`src/rtl/sorted_list_insert_delete_top_macros.svh`:
```
`ifndef SORTED_LIST_INSERT_DELETE_TOP_MACROS_SVH
`define SORTED_LIST_INSERT_DELETE_TOP_MACROS_SVH

// same-cycle implication, quiet during reset
`define SLI_ASSERT_NOW(label, ante, cons, msg) \
  label: assert property (@(posedge clk) disable iff (rst) (ante) |-> (cons)) else $error(msg);

// next-cycle implication, quiet during reset
`define SLI_ASSERT_NEXT(label, ante, cons, msg) \
  label: assert property (@(posedge clk) disable iff (rst) (ante) |=> (cons)) else $error(msg);

`endif

```
`src/rtl/sli_pkg.sv`:
```
package sli_pkg;

  localparam int DEPTH = 16;
  localparam int CNT_W = $clog2(DEPTH + 1);
  localparam int VAL_W = 32;
  localparam int STAT_W = 3;
  localparam int CNT_FIELD_W = 5;

  typedef enum logic [STAT_W-1:0] {
    ST_INSERTED  = 3'd0,
    ST_DELETED   = 3'd1,
    ST_NOT_FOUND = 3'd2,
    ST_EMPTY     = 3'd3,
    ST_FULL      = 3'd4
  } status_t;

  // broadcast from control to every cell
  typedef struct packed {
    logic                    ins;
    logic                    del;
    logic signed [VAL_W-1:0] value;
  } cell_cmd_t;

  // per-cell compare results
  typedef struct packed {
    logic lt;
    logic eq;
  } cell_flags_t;

endpackage

```
`src/rtl/sorted_list_insert_delete_top.sv`:
```
// Sorted multiset of up to DEPTH signed 32-bit values held in a row of
// compare/shift cells. Each beat inserts its value (tuser 0) or deletes one
// equal entry (tuser 1) and returns one result beat with status, entry count
// and smallest value. Every cell compares against the broadcast value and
// shifts toward its neighbor in the same cycle, so the store updates at the
// edge that accepts the beat and the result beat is valid from the next cycle.
// A new beat is taken every cycle while the output side keeps taking results;
// the result register frees up whenever the output side takes its beat.
// No clearing pass after reset.
module sorted_list_insert_delete_top
  import sli_pkg::*;
(
  input  logic        clk,
  input  logic        rst,
  input  logic        s_tvalid,
  output logic        s_tready,
  input  logic [31:0] s_tdata,   // [31:0] value
  input  logic [0:0]  s_tuser,   // [0] func
  output logic        m_tvalid,
  input  logic        m_tready,
  output logic [39:0] m_tdata    // [2:0] status, [7:3] count, [39:8] smallest
);

  logic [CNT_W-1:0]        count;
  logic [CNT_W-1:0]        count_next;
  logic signed [VAL_W-1:0] entry [DEPTH];
  logic signed [VAL_W-1:0] entry_nxt [DEPTH];
  cell_flags_t             flags [DEPTH];
  logic [DEPTH-1:0]        lt_v;
  logic [DEPTH-1:0]        eq_v;
  cell_cmd_t               cmd;
  logic                    accept;
  logic                    full;
  logic                    found;
  status_t                 status_c;
  logic signed [VAL_W-1:0] smallest_c;

  status_t                 status;
  logic [CNT_FIELD_W-1:0]  count_out;
  logic signed [VAL_W-1:0] smallest;

  assign s_tready = !m_tvalid || m_tready;
  assign accept   = s_tvalid && s_tready;

  genvar i;
  generate
    for (i = 0; i < DEPTH; i++) begin : g_cell
      logic                    occ;
      logic                    blt;
      logic signed [VAL_W-1:0] bent;
      logic signed [VAL_W-1:0] aent;

      assign occ = count > CNT_W'(i);
      if (i == 0) begin : g_first
        assign blt  = 1'b1;
        assign bent = cmd.value;
      end else begin : g_mid
        assign blt  = lt_v[i-1];
        assign bent = entry[i-1];
      end
      if (i == DEPTH - 1) begin : g_last
        assign aent = entry[i];
      end else begin : g_up
        assign aent = entry[i+1];
      end

      sli_cell u_cell (
        .clk         (clk),
        .cmd         (cmd),
        .occ         (occ),
        .below_lt    (blt),
        .below_entry (bent),
        .above_entry (aent),
        .entry       (entry[i]),
        .entry_next  (entry_nxt[i]),
        .flags       (flags[i])
      );

      assign lt_v[i] = flags[i].lt;
      assign eq_v[i] = flags[i].eq;
    end
  endgenerate

  assign full  = count == CNT_W'(DEPTH);
  assign found = |eq_v;

  always_comb begin
    cmd.value = s_tdata;
    cmd.ins   = accept && !s_tuser[0] && !full;
    cmd.del   = accept && s_tuser[0] && found;
  end

  always_comb begin
    if (!s_tuser[0]) begin
      status_c = full ? ST_FULL : ST_INSERTED;
    end else if (count == '0) begin
      status_c = ST_EMPTY;
    end else begin
      status_c = found ? ST_DELETED : ST_NOT_FOUND;
    end
  end

  always_comb begin
    count_next = count;
    if (cmd.ins) begin
      count_next = count + 1'b1;
    end else if (cmd.del) begin
      count_next = count - 1'b1;
    end
  end

  assign smallest_c = (count_next == '0) ? '0 : entry_nxt[0];

  always_ff @(posedge clk) begin
    if (rst) begin
      count    <= '0;
      m_tvalid <= 1'b0;
    end else begin
      if (accept) begin
        count    <= count_next;
        m_tvalid <= 1'b1;
      end else if (m_tready) begin
        m_tvalid <= 1'b0;
      end
    end
  end

  always_ff @(posedge clk) begin
    if (accept) begin
      status    <= status_c;
      count_out <= CNT_FIELD_W'(count_next);
      smallest  <= smallest_c;
    end
  end

  assign m_tdata = {smallest, count_out, status};

`include "sorted_list_insert_delete_top_macros.svh"

  `SLI_ASSERT_NOW(a_count_bound, 1'b1, count <= CNT_W'(DEPTH), "entry count above depth")
  `SLI_ASSERT_NEXT(a_ins_count, cmd.ins, count == CNT_W'($past(count) + 1'b1), "insert count")
  `SLI_ASSERT_NEXT(a_result_after_beat, accept, m_tvalid, "no result after accepted beat")
  `SLI_ASSERT_NOW(a_sorted_head, count >= CNT_W'(2), entry[0] <= entry[1], "head out of order")
  `SLI_ASSERT_NOW(a_full_status, m_tvalid && status == ST_FULL,
    count_out == CNT_FIELD_W'(DEPTH), "full status with short count")

endmodule

```
`src/rtl/sli_cell.sv`:
```
module sli_cell
  import sli_pkg::*;
(
  input  logic                    clk,
  input  cell_cmd_t               cmd,
  input  logic                    occ,          // cell index below entry count
  input  logic                    below_lt,     // lower neighbor holds a smaller value
  input  logic signed [VAL_W-1:0] below_entry,
  input  logic signed [VAL_W-1:0] above_entry,
  output logic signed [VAL_W-1:0] entry,
  output logic signed [VAL_W-1:0] entry_next,
  output cell_flags_t             flags
);

  assign flags.lt = occ && (entry < cmd.value);
  assign flags.eq = occ && (entry == cmd.value);

  // insert: cells at or above the slot shift up, the slot takes the value
  // delete: cells at or above the first match shift down
  always_comb begin
    entry_next = entry;
    if (cmd.ins && !flags.lt) begin
      entry_next = below_lt ? cmd.value : below_entry;
    end else if (cmd.del && !flags.lt) begin
      entry_next = above_entry;
    end
  end

  always_ff @(posedge clk) begin
    entry <= entry_next;
  end

endmodule

```
`config.mk`:
```
export PLATFORM = sky130hd
export DESIGN_NAME = sorted_list_insert_delete_top
export DESIGN_NICKNAME = d
export VERILOG_FILES = /design/src/rtl/sli_pkg.sv /design/src/rtl/sorted_list_insert_delete_top.sv /design/src/rtl/sli_cell.sv
export VERILOG_INCLUDE_DIRS = /design/src /design/src/rtl
export SDC_FILE = /design/constraint.sdc
export NUM_CORES = 2
export LEC_CHECK = 0
export BUFFER_PORTS_ARGS = -buffer_cell sky130_fd_sc_hd__buf_4
export CAP_MARGIN = 20
export CORE_MARGIN = 3
export CORE_UTILIZATION = 60
export CTS_CLUSTER_DIAMETER = 80
export CTS_CLUSTER_SIZE = 10
export DETAILED_ROUTE_END_ITERATION = 10
export PLACE_DENSITY = 0.77
export SLEW_MARGIN = 10
export SYNTH_ARGS = -nofsm -noshare
export SYNTH_HDL_FRONTEND = slang
export SYNTH_SLANG_ARGS = --single-unit
```
`constraint.sdc`:
```
create_clock -name clk -period 6.6 [get_ports clk]
set_clock_uncertainty 0.05 [all_clocks]
set_input_delay 0 -clock clk [delete_from_list [all_inputs] [get_ports clk]]
set_output_delay 0 -clock clk [all_outputs]
set_load 0.05 [all_outputs]
```
==> impl_metrics.toml <==
[run_status]
status = "finished clean"

[synth]
ys_seq_elements = 558
ys_types = 69
synthTopCellsByArea = "edfxtp_1 39%, ha_1 16%, mux2_2 8.7%"
yosysSeqAreaShare_pct = 40.51
synth.most_common_cell = "edfxtp_1"
synth_top_area_share_pct = 38.63
syn_nets = 4297
synthesis.area_mm2 = 0.04043
synthCells = 3742
synth_top_area_cell = "edfxtp_1"
yosysWarnings = 0
ys_top_cells_by_count = "520 x edfxtp_1, 518 x ha_1, 381 x a21oi_1"
async_flop_share_pct = 0
synth-edff-count = 520
synthFlopType = "edfxtp_1"
syn_area_per_cell_um2 = 10.80

[sta]
fmaxAchievable_mhz = 196.4
tightest_slew_ns = 1.101
finalCriticalPeriod_ns = 5.093
rsz0062_at_grt = "false"
final_max_slew_viol_count = 0
finalSetupViolCount = 0
slew-limit-headroom_pct = 26.63
finalCritPeriodShare_pct = 77.16
hold_viol = 0
fin_setup_tns_ns = 0

[power_and_ir_drop]
combinationalPowerShare_pct = 20.5
p_int_w = 0.006636
clock_power_share_pct = 32.6
vdd_drop_max_v = 0.0001782
power_density_mw_per_mm2 = 212.7
switchingPower_w = 0.002722
power_frac_seq_pct = 46.8
leakagePower_nw = 19.02
switching_share_pct = 29.09

[setup_path]
rrSetupSlack_ns = 1.51
crit_fanout = 17
cp_cell_sequence = "a41oi_1, nor2_1, nand4_1, nand4_1, nor4_4, o21ai_1, buf_4, xnor2_2, nor4_4, buf_4, a21boi_0"
startpoint_type = "flop"
critPathSlowestCell = "a41oi_1"
cpLargestDelayFamily = "simple AND/OR/NAND/NOR gates"
crit_type = "flop to flop"
crit_buf_inv = 2
arrival_ns = 5.40
cp-end-kind = "flop"
cpPeakStageDelay_ns = 0.91
critPathRequiredTime_ns = 6.91

[place]
place_congestion = 0.9890
dp_hpwl_um = 84560
io_buffers = 78

[clock_tree]
h-tree-depth = 2
cts.reportedPaths.clkPinSlew_ns = 0.06
ctsResizeCount = 0
tritoncts = "yes"
cts_inserted_buffers = 61
clock_sinks = 558
clkLatencyLatePin_ns = 0.64
clockBufferDepth = 3
clockRootBuffer = "clkbuf_16"

[min_path]
min_path_type = "input pin to flop"

[route]
routedWlPerCell_um = 24.28
drtIter0Drc = 3368
routed_via_density = 6.852
firstDrtPassIters = 6
drc = 0
antenna_left = 0
num_vias = 31780
postRouteWirelength_um = 112600

[global_routing]
grt_overflow = 0
grt_pass1_vias = 31080
grt_util_all_layers_pct = 31.17
antenna_found_initial = 1
grt_pass1_wl_um = 176200
grt_max_degree = 88

[job]
max_cap_violations = 0

[final_layout]
syn_to_final_growth_pct = 8.812
final_util_pct = 66.43
layout-drive-gt1-share_pct = 15.85
finalNetCount = 4303

[die]
core_area_mm2 = 0.06622
num_rows = 94
fp.dieArea_mm2 = 0.07052
initial_utilization_pct = 61.05
dieHeight_um = 265.6
pin_count = 79
dieWidth_um = 265.6
through the flow:
step	hold WS (ns)	instance area [um2]	setup slack (ns)	power [W]	cells
6_report	0.1055	43990	1.507	0.009358	4638
5_1_grt	0.09567	43990	1.381	0.009736	4638
4_1_cts	0.06991	43910	1.605	0.009357	4633
3_5_place_dp	0.1746	41930	1.602	0.006304	4510
3_3_place_gp	0.1716	41890	1.702	0.006235	4508
2_1_floorplan	0.01907	40430	0.8093	0.005731	3742
cells by family (layout without fill, tap and decap cells):
family / Yosys count / after routing / synth area share (%)
AO/OA/AOI/OAI: 1154 / 1154 / 18.00
XOR/XNOR: 1 / 1 / 0.04025
adder cells (fa/ha/maj): 518 / 518 / 16.03
buffers and inverters: 323 / 354 / 3.132
flip-flops: 558 / 558 / 40.51
multiplexers: 488 / 488 / 13.05
other: 0 / 1 / 0
AND/OR/NAND/NOR: 700 / 700 / 9.245
cell usage in the layout, fill, tap and decap left out, types with 6 or more instances in the layout:
cell type	n
ha_1	518
a211oi_1	15
o31a_1	33
and2_1	12
a22o_1	63
a2111oi_0	6
buf_4	148
or2_2	35
dlygate4sd3_1	35
edfxtp_1	520
mux2i_1	173
mux2_2	311
a21o_1	192
nand3_1	147
nand2b_1	9
nor4_1	15
clkbuf_1	26
a211o_1	6
a21boi_0	28
nand3b_1	6
and3_1	37
a31oi_1	100
dfxtp_1	38
a21boi_1	8
o211ai_1	40
nor2b_1	36
inv_1	75
clkbuf_16	61
nand4_1	137
o21ai_0	195
o21bai_1	11
nand2_1	92
o21a_1	39
nor2_1	122
and4_1	6
a21oi_1	377
nor3_1	9
power groups by stage:
stage          Combinational (W)  Clock (W)  Sequential [W]
6_report                 0.00192    0.00305         0.00438
5_1_grt                  0.00211    0.00322         0.00441
4_1_cts                  0.00189    0.00309         0.00438
3_5_place_dp             0.00186          0         0.00445
3_3_place_gp             0.00179          0         0.00444
2_1_floorplan            0.00125          0         0.00448
worst paths after layout:
check / depth (start not counted) / endpoint / start
setup / recovery: 11 / smallest[24]$_SDFFCE_PN0P_ / count[2]$_SDFFE_PP0P_
setup reg to reg: 11 / smallest[24]$_SDFFCE_PN0P_ / count[2]$_SDFFE_PP0P_
hold / removal: 4 / count_out[2]$_DFFE_PP_ / s_tvalid
hold reg to reg: 1 / g_cell[0].u_cell.entry[0]$_DFF_P_ / g_cell[0].u_cell.entry[0]$_DFF_P_
layer usage:
metal  GRT usage, %  routed length (um)
met5              0                   0
met4          14.60                5633
met3          3.839                8757
met2          51.26               52000
met1          41.33               46230
flip-flops by register name, indices dropped and copies added (netlist names):
| name | cells |
|---|---|
| status | 3 |
| m_tvalid | 1 |
| g_cell.u_cell.entry | 512 |
| count_out | 5 |
| count | 5 |
| smallest | 32 |
final cells by class:
class | count | area [um2]
diodes | 1 | 2.502
multi-input cells | 2861 | 23020
repair buffers | 190 | 1598
well taps | 864 | 1081
clock inverters | 1 | 3.754
inverters | 76 | 285.3
fillers | 4971 | 22230
flip-flops and latches | 558 | 16380
clock buffers | 87 | 1624
worst reg2reg max path, stage by stage, from the launching register on:
cell and delay [ns]:
dfxtp_1 0.48, a41oi_1 0.92, nor2_1 0.41, nand4_1 0.32
nand4_1 0.19, nor4_4 0.75, o21ai_1 0.11, buf_4 0.24
xnor2_2 0.18, nor4_4 0.73, buf_4 0.33, a21boi_0 0.12
repair_timing:
item                      CTS  global route
hold endpoints to repair  452             0
hold buffers               35             0
setup buffers               0             0
Note: power is estimated with default switching activity, not from simulation.
